**src/min_max_normalize_to_byte_unit_assert.svh**
```systemverilog
// Assertion macros shared by the normalizer RTL.
// Needs nothing else; files that check properties include it by name.
`ifndef MIN_MAX_NORMALIZE_TO_BYTE_UNIT_ASSERT_SVH
`define MIN_MAX_NORMALIZE_TO_BYTE_UNIT_ASSERT_SVH
`ifndef SYNTHESIS
// Same-cycle implication, disabled while reset is asserted
`define MMNB_ASSERT_IMPL(label, clk, rst_n, ante, cons) \
	label: assert property (@(posedge clk) disable iff (!rst_n) (ante) |-> (cons)) \
		else $error("property violated");
// Next-cycle implication, disabled while reset is asserted
`define MMNB_ASSERT_NEXT(label, clk, rst_n, ante, cons) \
	label: assert property (@(posedge clk) disable iff (!rst_n) (ante) |=> (cons)) \
		else $error("property violated");
`else
`define MMNB_ASSERT_IMPL(label, clk, rst_n, ante, cons)
`define MMNB_ASSERT_NEXT(label, clk, rst_n, ante, cons)
`endif
`endif

```
**src/mmnb_pkg.sv**
```systemverilog
// Shared types and constants of the min-max byte normalizer.
// No dependencies; imported by the controller, datapath and top level.
package mmnb_pkg;

	// fixed field widths
	localparam int VOXEL_W = 32;
	localparam int KIND_W  = 2;
	localparam int LEVEL_W = 8;

	// item kinds
	localparam logic [KIND_W-1:0] KIND_CLEAR   = 2'd0;
	localparam logic [KIND_W-1:0] KIND_MEASURE = 2'd1;
	localparam logic [KIND_W-1:0] KIND_CONVERT = 2'd2;

	localparam logic [LEVEL_W-1:0] FULL_SCALE = 8'd255;

	// one quotient bit per divider step
	localparam int                 STEP_W    = 3;
	localparam logic [STEP_W-1:0]  STEP_LAST = STEP_W'(LEVEL_W - 1);

	typedef enum logic [2:0] {
		ST_IDLE,
		ST_PREP,
		ST_INIT,
		ST_DIV,
		ST_FINISH
	} state_t;

	// controller to datapath commands
	typedef struct packed {
		logic load;      // capture convert voxel
		logic clear;     // reset tracked range
		logic measure;   // fold voxel into range
		logic prep;      // offsets and range flags
		logic init;      // load dividend and divisor
		logic step;      // one restoring division step
		logic load_out;  // write result register
	} cmd_t;

endpackage

```
**src/mmnb_ctrl.sv**
```systemverilog
// Controller of the normalizer: sequences range updates and the divider.
// Depends on mmnb_pkg and the assertion macro header.
`include "min_max_normalize_to_byte_unit_assert.svh"
module mmnb_ctrl import mmnb_pkg::*; (
	input  logic              clk,
	input  logic              arst_n,
	input  logic              in_valid,
	input  logic [KIND_W-1:0] in_kind,
	output logic              in_ready,
	output logic              out_valid,
	input  logic              out_ready,
	output cmd_t              cmd
);

	state_t            state_q, state_d;
	logic [STEP_W-1:0] step_q;
	logic              out_valid_q;
	logic              accept;
	logic              slot_free;

	assign accept    = in_valid && (state_q == ST_IDLE);
	assign slot_free = !out_valid_q || out_ready;

	// next state
	always_comb begin
		state_d = state_q;
		unique case (state_q)
			ST_IDLE: begin
				if (accept && in_kind == KIND_CONVERT) state_d = ST_PREP;
			end
			ST_PREP:   state_d = ST_INIT;
			ST_INIT:   state_d = ST_DIV;
			ST_DIV: begin
				if (step_q == STEP_LAST) state_d = ST_FINISH;
			end
			ST_FINISH: begin
				if (slot_free) state_d = ST_IDLE;
			end
			default:   state_d = ST_IDLE;
		endcase
	end

	// outputs
	always_comb begin
		cmd       = '0;
		in_ready  = 1'b0;
		out_valid = out_valid_q;
		unique case (state_q)
			ST_IDLE: begin
				in_ready    = 1'b1;
				cmd.load    = accept && in_kind == KIND_CONVERT;
				cmd.clear   = accept && in_kind == KIND_CLEAR;
				cmd.measure = accept && in_kind == KIND_MEASURE;
			end
			ST_PREP:   cmd.prep = 1'b1;
			ST_INIT:   cmd.init = 1'b1;
			ST_DIV:    cmd.step = 1'b1;
			ST_FINISH: cmd.load_out = slot_free;
			default:   cmd = '0;
		endcase
	end

	// state, step counter, result valid
	always_ff @(posedge clk or negedge arst_n) begin
		if (!arst_n) begin
			state_q     <= ST_IDLE;
			step_q      <= '0;
			out_valid_q <= 1'b0;
		end else begin
			state_q <= state_d;
			if (cmd.init) step_q <= '0;
			else if (cmd.step) step_q <= step_q + 1'b1;
			if (cmd.load_out) out_valid_q <= 1'b1;
			else if (out_ready) out_valid_q <= 1'b0;
		end
	end

	`MMNB_ASSERT_IMPL(a_load_out_free, clk, arst_n, cmd.load_out, !out_valid_q || out_ready)
	`MMNB_ASSERT_NEXT(a_div_len, clk, arst_n, state_q == ST_DIV && step_q == STEP_LAST, state_q == ST_FINISH)
	`MMNB_ASSERT_IMPL(a_valid_drop, clk, arst_n, $fell(out_valid_q), $past(out_ready))

endmodule

```
**config.mk**
```make
export PLATFORM = sky130hd
export DESIGN_NAME = mmnb_ctrl
export DESIGN_NICKNAME = d
export VERILOG_FILES = /design/src/mmnb_pkg.sv /design/src/mmnb_ctrl.sv
export VERILOG_INCLUDE_DIRS = /design/src /design/src/src
export SDC_FILE = /design/constraint.sdc
export NUM_CORES = 1
export LEC_CHECK = 0
export BUFFER_PORTS_ARGS = -buffer_cell sky130_fd_sc_hd__buf_2
export CAP_MARGIN = 20
export CORE_MARGIN = 5
export CORE_UTILIZATION = 30
export CTS_CLUSTER_DIAMETER = 80
export CTS_CLUSTER_SIZE = 16
export DETAILED_ROUTE_END_ITERATION = 10
export PLACE_DENSITY = 0.56
export SYNTH_ARGS = -nofsm -noshare
export SYNTH_HDL_FRONTEND = slang
export SYNTH_SLANG_ARGS = --single-unit
```
**constraint.sdc**
```tcl
create_clock -name clk -period 1.3 [get_ports clk]
set_input_delay 0.26 -clock clk [delete_from_list [all_inputs] [get_ports clk]]
set_output_delay 0.26 -clock clk [all_outputs]
set_load 0.01 [all_outputs]
```
==> results.sh <==
export IMPL_syn_area_sq_um=433
export IMPL_maxSlewHeadroom_pct=86.9
export IMPL_dieArea_sq_um=2300
export IMPL_drv_slew=0
export IMPL_layout_min_cycle_time_ns=1.56
export IMPL_layout_common_cells="13 x buf_2, 10 x buf_6, 7 x dfrtp_1, 5 x buf_4"
export IMPL_rows=13
export IMPL_hold_viol=0
export IMPL_end_kind="output port"
export IMPL_period_share_pct=120
export IMPL_synthCells=40
export IMPL_layout_drive_gt1_share_pct=54.9
export IMPL_finalSetupViolations=10
export IMPL_seqPwrFrac_pct=27.0
export IMPL_core_area_sq_um=1330
export IMPL_antenna_found_initial=0
export IMPL_worst_path_max_fanout=3
export IMPL_synth_warning_count=0
export IMPL_p_leak_nw=0.384
export IMPL_crit_path_cell_trace="buf_6 > nor3_4 > and4b_1 > buf_2"
export IMPL_grt_pass1_vias=377
export IMPL_dr_pass1_iters=1
export IMPL_die_h_um=48.0
export IMPL_cts_tree="built"
export IMPL_max_cap_violations=0
export IMPL_crit_start="state_q[1]$_DFFE_PN0P_"
export IMPL_cts_sinks=7
export IMPL_initial_core_util_pct=32.5
export IMPL_antenna_left=0
export IMPL_clkLatencyLatePin_ns=0.25
export IMPL_vias=402
export IMPL_track_usage_pct=10.1
export IMPL_nets=80
export IMPL_overflow=0
export IMPL_design_power_total_mw=1.32
export IMPL_fin_ws_ns=-0.258
export IMPL_hpwl_um=721
export IMPL_tightest_slew_ns=0.194
export IMPL_clock_path_buffers=2
export IMPL_hold_start="out_ready"
export IMPL_drt_drc_violations_left=0
export IMPL_power_net_switching_mw=0.461
export IMPL_hp_class="primary input to register"
export IMPL_clock_skew_ns=0.000996
export IMPL_slowest_delay_ns=0.39
export IMPL_dp_slack_ns=-0.0383
export IMPL_port_buffers=14
export IMPL_cts_buffers=3
export IMPL_syn_nets=48
export IMPL_grt_max_degree=8
export IMPL_clkTransAtPathRegs_ns=0.05
export IMPL_powerDensity_nw_per_um2=1890
export IMPL_failed_checks="setup timing"
export IMPL_avgRoutedWirePerCell_um=11.1
export IMPL_area_growth_pct=61.3
export IMPL_synth_seq_area_share_pct=40.5
export IMPL_drt_iter0_markers=0
export IMPL_p_int_mw=0.856
export IMPL_comb_power_share_pct=58.5
export IMPL_grt_pass1_wl_um=1580
export IMPL_path_class="register to output port"
export IMPL_ir_drop_uv=940
export IMPL_root_buffer="clkbuf_4"
export IMPL_wl_um=953
export IMPL_fmax_ghz=0.642
export IMPL_cp_slowest_cell="dfrtp_1"
export IMPL_worstPathArrival_ns=1.30
export IMPL_sw_frac_of_total_pct=35.0
export IMPL_syn_avg_cell_area_sq_um=10.8
export IMPL_final_cell_area_sq_um=698
export IMPL_reg2reg_to="step_q[1]$_DFFE_PN0P_"
export IMPL_critical_path_required_ns=1.04
export IMPL_pin_count=15
export IMPL_synth_seq_cells=7
export IMPL_p_clk_share_pct=14.5
export IMPL_htreeDepth=1
export IMPL_n_antenna_cell=0
export IMPL_final_common_cell="buf_2"
export IMPL_rr_startpoint="state_q[1]$_DFFE_PN0P_"
export IMPL_start_kind="register"
export IMPL_yosysUniqueCellTypes=22
export IMPL_dpl_instance_area_sq_um=559
export IMPL_worst_r2r_setup_slack_ns=-0.02
export IMPL_critical_path_endpoint="cmd[4]"
export IMPL_die_w_um=48.0
export IMPL_status="complete, but fails checks"
export IMPL_worstRegToRegCells=6
export IMPL_rsz0062_at_grt="true"
export IMPL_via_per_inst=4.67
export IMPL_gp_congestion=0.695
==> Yosys cell counts <==
| master | n | share of area, % |
|---|---|---|
| nand2_1 | 4 | 3.5 |
| or2b_2 | 2 | 4.0 |
| and2b_2 | 1 | 2.0 |
| o22ai_2 | 1 | 2.9 |
| and4bb_1 | 1 | 2.9 |
| a221oi_1 | 1 | 2.0 |
| nor3b_1 | 1 | 1.7 |
| dfrtp_1 | 7 | 40 |
| ha_1 | 2 | 5.8 |
| mux2i_1 | 3 | 6.9 |
| and4b_1 | 1 | 2.3 |
| o21bai_1 | 1 | 1.7 |
| nor2b_1 | 1 | 1.4 |
| nor3_2 | 1 | 2.3 |
| nor4_1 | 1 | 1.4 |
| nand3b_1 | 2 | 3.5 |
| a31oi_1 | 1 | 1.4 |
| or3b_4 | 1 | 2.6 |
| nor2_1 | 1 | 0.87 |
| buf_6 | 2 | 5.2 |
| inv_1 | 4 | 3.5 |
| nand2b_1 | 1 | 1.4 |
==> worst min path at each step <==
stage	slack (ns)	cells past startpoint	endpoint
floorplan	-0.04	0	out_valid$_DFFE_PN0P_
global placement	0.10	1	step_q[1]$_DFFE_PN0P_
detailed placement	0.10	1	step_q[1]$_DFFE_PN0P_
CTS	0.28	3	out_valid$_DFFE_PN0P_
global route	0.31	3	out_valid$_DFFE_PN0P_
finish	0.29	3	out_valid$_DFFE_PN0P_
==> power by group through the flow <==
stage | clock network (mW) | registers (mW) | logic, mW
after floorplan | 0 | 0.353 | 0.415
after global placement | 0 | 0.352 | 0.591
after detailed placement | 0 | 0.353 | 0.600
after CTS | 0.203 | 0.356 | 0.729
after global routing | 0.217 | 0.368 | 0.849
final | 0.191 | 0.355 | 0.771
==> per-stage QoR <==
stage	hold slack [ns]	setup TNS, ns	utilization, %	std cells
2_1_floorplan	-0.0356	0	-	40
3_3_place_gp	0.100	-0.0365	41.9	75
3_5_place_dp	0.101	-0.0698	41.9	75
4_1_cts	0.284	-1.80	49.7	85
5_1_grt	0.309	-2.27	52.3	86
6_report	0.289	-1.59	52.3	86
==> critical path: cells and delay by family (launching register included) <==
kind	cells	cell delay, ns
simple gates	2	0.39
buf+inv	2	0.27
flops	1	0.39
==> routing by layer <==
metal	part of all wire [%]	vias to the layer above	global-route usage, %
met5	0	-	0
met4	1.5	0	3.23
met3	7.2	5	5.64
met2	49	10	15.8
met1	42	185	11.8
li1	-	202	-
==> kinds of logic after synthesis <==
logic type,after synthesis,synth area share (%)
muxes,3,6.94
AOI/OAI and AO/OA,4,8.09
buffers and inverters,6,8.67
DFF,7,40.5
and+or+nand+nor,18,30.1
adders and majority gates,2,5.78
==> area by class of cell <==
type	count	area, sq um
Fill cell	130	636
Multi-Input combinational cell	27	238
Inverter	4	15.0
Sequential cell	7	175
Timing Repair Buffer	29	225
Tap cell	15	18.8
Clock buffer	4	26.3
==> repair_timing <==
action                     in CTS  in global routing
hold endpoints to repair        7                  0
buffers inserted                5                  2
resized for setup               7                  6
hold buffers                    1                  0
setup endpoints to repair       8                 13
pin swaps                       5                  2
==> sequential cells by signal, indices dropped and copies added (netlist names) <==
signal	cells
step_q	3
state_q	3
out_valid	1
No activity file was read; power rests on OpenSTA's default activity.
