**config.mk**
```make
export PLATFORM = sky130hd
export DESIGN_NAME = mmnb_datapath
export DESIGN_NICKNAME = d
export VERILOG_FILES = /design/src/mmnb_pkg.sv /design/src/mmnb_datapath.sv
export VERILOG_INCLUDE_DIRS = /design/src /design/src/src
export SDC_FILE = /design/constraint.sdc
export NUM_CORES = 1
export LEC_CHECK = 0
export BUFFER_PORTS_ARGS = -buffer_cell sky130_fd_sc_hd__buf_2
export CORE_MARGIN = 5
export CORE_UTILIZATION = 48
export CTS_CLUSTER_SIZE = 25
export DETAILED_ROUTE_END_ITERATION = 7
export PLACE_DENSITY = 0.65
export REMOVE_ABC_BUFFERS = 1
export SYNTH_ARGS = -nofsm -noshare
export SYNTH_HDL_FRONTEND = slang
export SYNTH_SLANG_ARGS = --single-unit
```
**constraint.sdc**
```tcl
create_clock -name clk -period 4.6 [get_ports clk]
set_input_delay 0.23 -clock clk [delete_from_list [all_inputs] [get_ports clk]]
set_output_delay 0.23 -clock clk [all_outputs]
set_load 0.03 [all_outputs]
```
**src/min_max_normalize_to_byte_unit_assert.svh**
```systemverilog
// Assertion macros shared by the normalizer RTL.
// Needs nothing else; files that check properties include it by name.
`ifndef MIN_MAX_NORMALIZE_TO_BYTE_UNIT_ASSERT_SVH
`define MIN_MAX_NORMALIZE_TO_BYTE_UNIT_ASSERT_SVH
`ifndef SYNTHESIS
// Same-cycle implication, disabled while reset is asserted
`define MMNB_ASSERT_IMPL(label, clk, rst_n, ante, cons) \
	label: assert property (@(posedge clk) disable iff (!rst_n) (ante) |-> (cons)) \
		else $error("property violated");
// Next-cycle implication, disabled while reset is asserted
`define MMNB_ASSERT_NEXT(label, clk, rst_n, ante, cons) \
	label: assert property (@(posedge clk) disable iff (!rst_n) (ante) |=> (cons)) \
		else $error("property violated");
`else
`define MMNB_ASSERT_IMPL(label, clk, rst_n, ante, cons)
`define MMNB_ASSERT_NEXT(label, clk, rst_n, ante, cons)
`endif
`endif

```
**src/mmnb_pkg.sv**
```systemverilog
// Shared types and constants of the min-max byte normalizer.
// No dependencies; imported by the controller, datapath and top level.
package mmnb_pkg;

	// fixed field widths
	localparam int VOXEL_W = 32;
	localparam int KIND_W  = 2;
	localparam int LEVEL_W = 8;

	// item kinds
	localparam logic [KIND_W-1:0] KIND_CLEAR   = 2'd0;
	localparam logic [KIND_W-1:0] KIND_MEASURE = 2'd1;
	localparam logic [KIND_W-1:0] KIND_CONVERT = 2'd2;

	localparam logic [LEVEL_W-1:0] FULL_SCALE = 8'd255;

	// one quotient bit per divider step
	localparam int                 STEP_W    = 3;
	localparam logic [STEP_W-1:0]  STEP_LAST = STEP_W'(LEVEL_W - 1);

	typedef enum logic [2:0] {
		ST_IDLE,
		ST_PREP,
		ST_INIT,
		ST_DIV,
		ST_FINISH
	} state_t;

	// controller to datapath commands
	typedef struct packed {
		logic load;      // capture convert voxel
		logic clear;     // reset tracked range
		logic measure;   // fold voxel into range
		logic prep;      // offsets and range flags
		logic init;      // load dividend and divisor
		logic step;      // one restoring division step
		logic load_out;  // write result register
	} cmd_t;

endpackage

```
**src/mmnb_datapath.sv**
```systemverilog
// Datapath of the normalizer: range registers, offset logic, restoring
// divider and result register. Depends on mmnb_pkg and the assertion header.
`include "min_max_normalize_to_byte_unit_assert.svh"
module mmnb_datapath import mmnb_pkg::*; #(
	parameter int VALUE_WIDTH = 32
) (
	input  logic                      clk,
	input  logic                      arst_n,
	input  cmd_t                      cmd,
	input  logic signed [VOXEL_W-1:0] voxel,
	output logic [LEVEL_W-1:0]        level,
	output logic                      flat_range
);

	localparam int NUM_W = VALUE_WIDTH + LEVEL_W;
	localparam logic signed [VALUE_WIDTH-1:0] MOST_POS = {1'b0, {(VALUE_WIDTH-1){1'b1}}};
	localparam logic signed [VALUE_WIDTH-1:0] MOST_NEG = {1'b1, {(VALUE_WIDTH-1){1'b0}}};

	logic signed [VALUE_WIDTH-1:0] vin;
	logic signed [VALUE_WIDTH-1:0] range_low_q, range_high_q;
	logic signed [VALUE_WIDTH-1:0] v_q;
	logic signed [VALUE_WIDTH:0]   d_full, r_full;
	logic [VALUE_WIDTH-1:0]        d_q, r_q;
	logic                          flat_q, below_q, above_q;
	logic [NUM_W-1:0]              rem_q, div_q;
	logic [NUM_W:0]                trial;
	logic [LEVEL_W-1:0]            quot_q;
	logic [LEVEL_W-1:0]            level_q;
	logic                          flat_out_q;

	// voxel taken as a VALUE_WIDTH two's complement number
	assign vin = VALUE_WIDTH'(voxel);

	// tracked range
	always_ff @(posedge clk or negedge arst_n) begin
		if (!arst_n) begin
			range_low_q  <= MOST_POS;
			range_high_q <= MOST_NEG;
		end else if (cmd.clear) begin
			range_low_q  <= MOST_POS;
			range_high_q <= MOST_NEG;
		end else if (cmd.measure) begin
			if (vin > range_high_q) range_high_q <= vin;
			if (vin < range_low_q) range_low_q <= vin;
		end
	end

	// offsets from the minimum, one bit wider so they cannot overflow
	assign d_full = (VALUE_WIDTH+1)'(v_q) - (VALUE_WIDTH+1)'(range_low_q);
	assign r_full = (VALUE_WIDTH+1)'(range_high_q) - (VALUE_WIDTH+1)'(range_low_q);

	// trial subtract of the restoring divider
	assign trial = {1'b0, rem_q} - {1'b0, div_q};

	always_ff @(posedge clk) begin
		if (cmd.load) v_q <= vin;
		// both offsets are below 2^VALUE_WIDTH when they are used
		if (cmd.prep) begin
			d_q     <= d_full[VALUE_WIDTH-1:0];
			r_q     <= r_full[VALUE_WIDTH-1:0];
			flat_q  <= !(range_high_q > range_low_q);
			below_q <= v_q <= range_low_q;
			above_q <= v_q >= range_high_q;
		end
		// dividend 255*d, divisor r aligned to the top quotient bit
		if (cmd.init) begin
			rem_q  <= (NUM_W'(d_q) << LEVEL_W) - NUM_W'(d_q);
			div_q  <= NUM_W'(r_q) << (LEVEL_W - 1);
			quot_q <= '0;
		end else if (cmd.step) begin
			if (!trial[NUM_W]) rem_q <= trial[NUM_W-1:0];
			quot_q <= {quot_q[LEVEL_W-2:0], !trial[NUM_W]};
			div_q  <= div_q >> 1;
		end
		// saturate outside the range, zero on a flat range
		if (cmd.load_out) begin
			priority if (flat_q || below_q) level_q <= '0;
			else if (above_q) level_q <= FULL_SCALE;
			else level_q <= quot_q;
			flat_out_q <= flat_q;
		end
	end

	assign level      = level_q;
	assign flat_range = flat_out_q;

	`MMNB_ASSERT_NEXT(a_range_order, clk, arst_n, cmd.measure, range_low_q <= range_high_q)

endmodule

```
==> impl_results.md <==
- TritonCTS Buffers: 29
- Die Span Y: 208.6 um
- Core area: 0.03883 sq mm
- Setup WS post-layout: 943.7 ps
- Slew margin rel.: 40.11%
- Slew Viols, Final: 0
- Post-Syn Area per Cell: 9.363 sq um
- FF-to-FF Start: rem_q[0]$_DFFE_PP_
- Count leader, synth: ha_1
- Post-Route Setup TNS: 0 ps
- Final instance area: 0.02089 sq mm
- Clock transition at path regs: 60 ps
- CTS Buffer Depth: 3
- DR vias: 14844
- Vias per cell: 5.657
- Pin count of the biggest net entering global routing: 98
- GRT Total Usage: 20.84%
- Main flop type after synthesis: edfxtp_1
- Max incr delay on CP: 460 ps
- Layout cells sized above 1: 7.455%
- GR Overflow Total: 0
- Main combinational cell family by area after synthesis: compound AO/OA/AOI/OAI gates
- Diode count: 0
- Crit-path max FO: 40
- Antenna-violating nets left: 0
- Pleak: 9.400 nW
- CP endpoint kind: flop
- Gate Count Post-Synth: 2022
- Finished Layout Cells: 2624
- Die area: 0.04351 sq mm
- Hold Crit Depth: 1
- Drt initial violations: 953
- Clock sinks: 259
- Complex-gate fraction of the synthesized area: 18.91%
- Post-synth top area cell: edfxtp_1
- Gpl congestion: 0.9227
- Sequential area share after synthesis: 38.81%
- Hold_ws: 39.78 ps
- # DRC: 0
- Wire per inst: 17.71 um
- Final Critical Period: 3656 ps
- Fin. Hold Viols: 0
- Synth Warn #: 0
- Mux cell area share after synthesis: 3.252%
- Cell chain of the critical path: inv_1, ha_1, fa_1, nand2b_1, a21oi_1, o311a_1, a21o_1, o211ai_1, o211ai_1, a31oi_1, nor2b_1, o41a_2, buf_4
- Routed wire length: 46.47 mm
- Area Growth Syn to Fin: 10.35%
- Worst setup path category: reg2reg
- First-pass GRT wire length: 75.24 mm
- Reg2reg end: rem_q[5]$_DFFE_PP_
- Status: completed
- Post-synth cell types: 87
- Place WS: 943.5 ps
- Clock latency on the worst-skew pair: 560 ps
- Worst Hold Class: in2reg
- Utilization after layout: 53.81%
- FP Rows: 72
- Hold Startpoint: cmd[0]
- Die Wd: 208.6 um
- CP Launch Type: flop
- Total power: 10.51 mW
- Synth Area in Simple Gates: 14.00%
- Max VDD drop: 303.4 uV
- Largest cells by area after synthesis: edfxtp_1, ha_1, a21oi_1
- EDFF count, synth: 180
- Synth async-reset ratio: 24.71%
- RSZ-0062 raised after global routing: false
- Hold Path Sink: level[3]$_SDFFCE_PP0P_
- Synthesized area: 0.01893 sq mm
- Vias in the first global route: 14499
- Post-CTS Setup Inserts: 0
- Worst EP required: 4790 ps
- TritonCTS clock tree: done
- Placement Cell Area: 0.01969 sq mm
- Post-Synth Adder-Cell Area: 15.06%
- Cell depth of the worst flop-to-flop path: 13
- 1st-pass router iterations: 5
- Pwr dens: 503.0 mW/mm^2
- Setup violators final: 0
- H-tree levels: 1
- Final nets: 2351
- Placed instance count: 2538
- Post-synthesis xor/xnor area fraction: 5.413%
- Initial antenna violation count: 0
- Synth top area share: 28.55%
- # IOs: 50
- CP dominant cell by count: o211ai_1
- Worst-margin pin slew: 898.3 ps
- Part of the cycle the worst path needs: 79.49%
- Synth Register Bits: 259
- Reg-to-reg slack, setup: 940 ps
- Max_cap viols: 0
- CP max stage cell: buf_4
- Filler cells: 3502
- Clk root buf: clkbuf_16
- Initial Util: 48.76%
- Worst Path Arrival: 3840 ps
- Worst Skew: 16.36 ps
- Final HPWL DP: 35.71 mm
- # port buffers: 49
- Top post-synthesis cells by count: ha_1, a21oi_1, edfxtp_1
- FMAX: 273.5 MHz
[layout make-up]
cell class / count / area (sq um) / share of cell area, %
clock buffers: 45 / 827.0 / 3.959
clock inverters: 8 / 40.04 / 0.1917
inverters: 169 / 634.4 / 3.036
multi-input cells: 1534 / 10740 / 51.39
flip-flops and latches: 259 / 7347 / 35.17
well taps: 518 / 648.1 / 3.102
repair buffers: 91 / 658.1 / 3.150
[cells in the final DEF (no fill, tap or decap), types with 26 or more instances in the layout]
master,n
a21o_1,86
a21oi_1,187
buf_2,48
clkbuf_16,30
dfrtp_1,32
dfstp_2,32
dlygate4sd3_1,33
edfxtp_1,180
ha_1,223
inv_1,168
mux2i_1,56
nand2_1,161
nand4_1,38
nor2_1,172
nor2b_1,26
nor3_1,57
o21a_1,26
o21ai_0,120
xnor2_1,63
xor2_1,54
[worst max-delay path by stage]
stage	to	start	cells past startpoint	slack (ps)
final	rem_q[5]$_DFFE_PP_	rem_q[0]$_DFFE_PP_	13	940
after global routing	rem_q[2]$_DFFE_PP_	rem_q[0]$_DFFE_PP_	13	640
after CTS	rem_q[5]$_DFFE_PP_	rem_q[0]$_DFFE_PP_	13	920
after detailed placement	rem_q[4]$_DFFE_PP_	rem_q[0]$_DFFE_PP_	13	940
after global placement	range_high_q[7]$_DFFE_PN0P_	range_high_q[31]$_DFFE_PN1P_	11	970
after floorplan	range_high_q[0]$_DFFE_PN0P_	range_high_q[1]$_DFFE_PN0P_	11	-30
[what timing repair did]
item | 4_1_cts | 5_1_grt
hold endpoints to repair | 86 | 0
hold buffers | 33 | 0
resized for setup | 0 | 0
[worst max-delay path, delay by kind of cell, from the launching register on]
kind	cells	cell delay, ps
flip-flops	1	320
AND/OR/NAND/NOR	2	380
AO/OA/AOI/OAI	7	1450
buffers and inverters	2	500
adder cells (fa/ha/maj)	2	580
[per-layer routing]
layer | part of all wire [%] | routed length, um | GRT usage [%] | up-vias
li1 | - | - | - | 7489
met1 | 49 | 22690 | 30.58 | 6954
met2 | 44 | 20520 | 32.89 | 342
met3 | 4.2 | 1951 | 2.265 | 59
met4 | 2.8 | 1311 | 6.031 | 0
met5 | 0 | 0 | 0 | -
[report_power, final]
group / switching [mW] / internal, mW / total [mW]
registers: 0.277 / 3.20 / 3.48
logic: 2.89 / 2.00 / 4.89
clock network: 0.917 / 1.23 / 2.14
total: 4.09 / 6.42 / 10.5
[state kept, by name, summed over array words and instances, names as in the netlist]
signal        count
above_q           1
below_q           1
d_q              32
div_q            39
flat_q            1
flat_range        1
level             8
quot_q            8
r_q              32
range_high_q     32
range_low_q      32
rem_q            40
v_q              32
[kinds of logic after synthesis]
logic type	after synthesis
mux	61
compound gates	565
flops	259
xor+xnor	117
fa+ha+maj	226
simple gates	565
buf+inv	229
No activity file was read; power rests on OpenSTA's default activity.
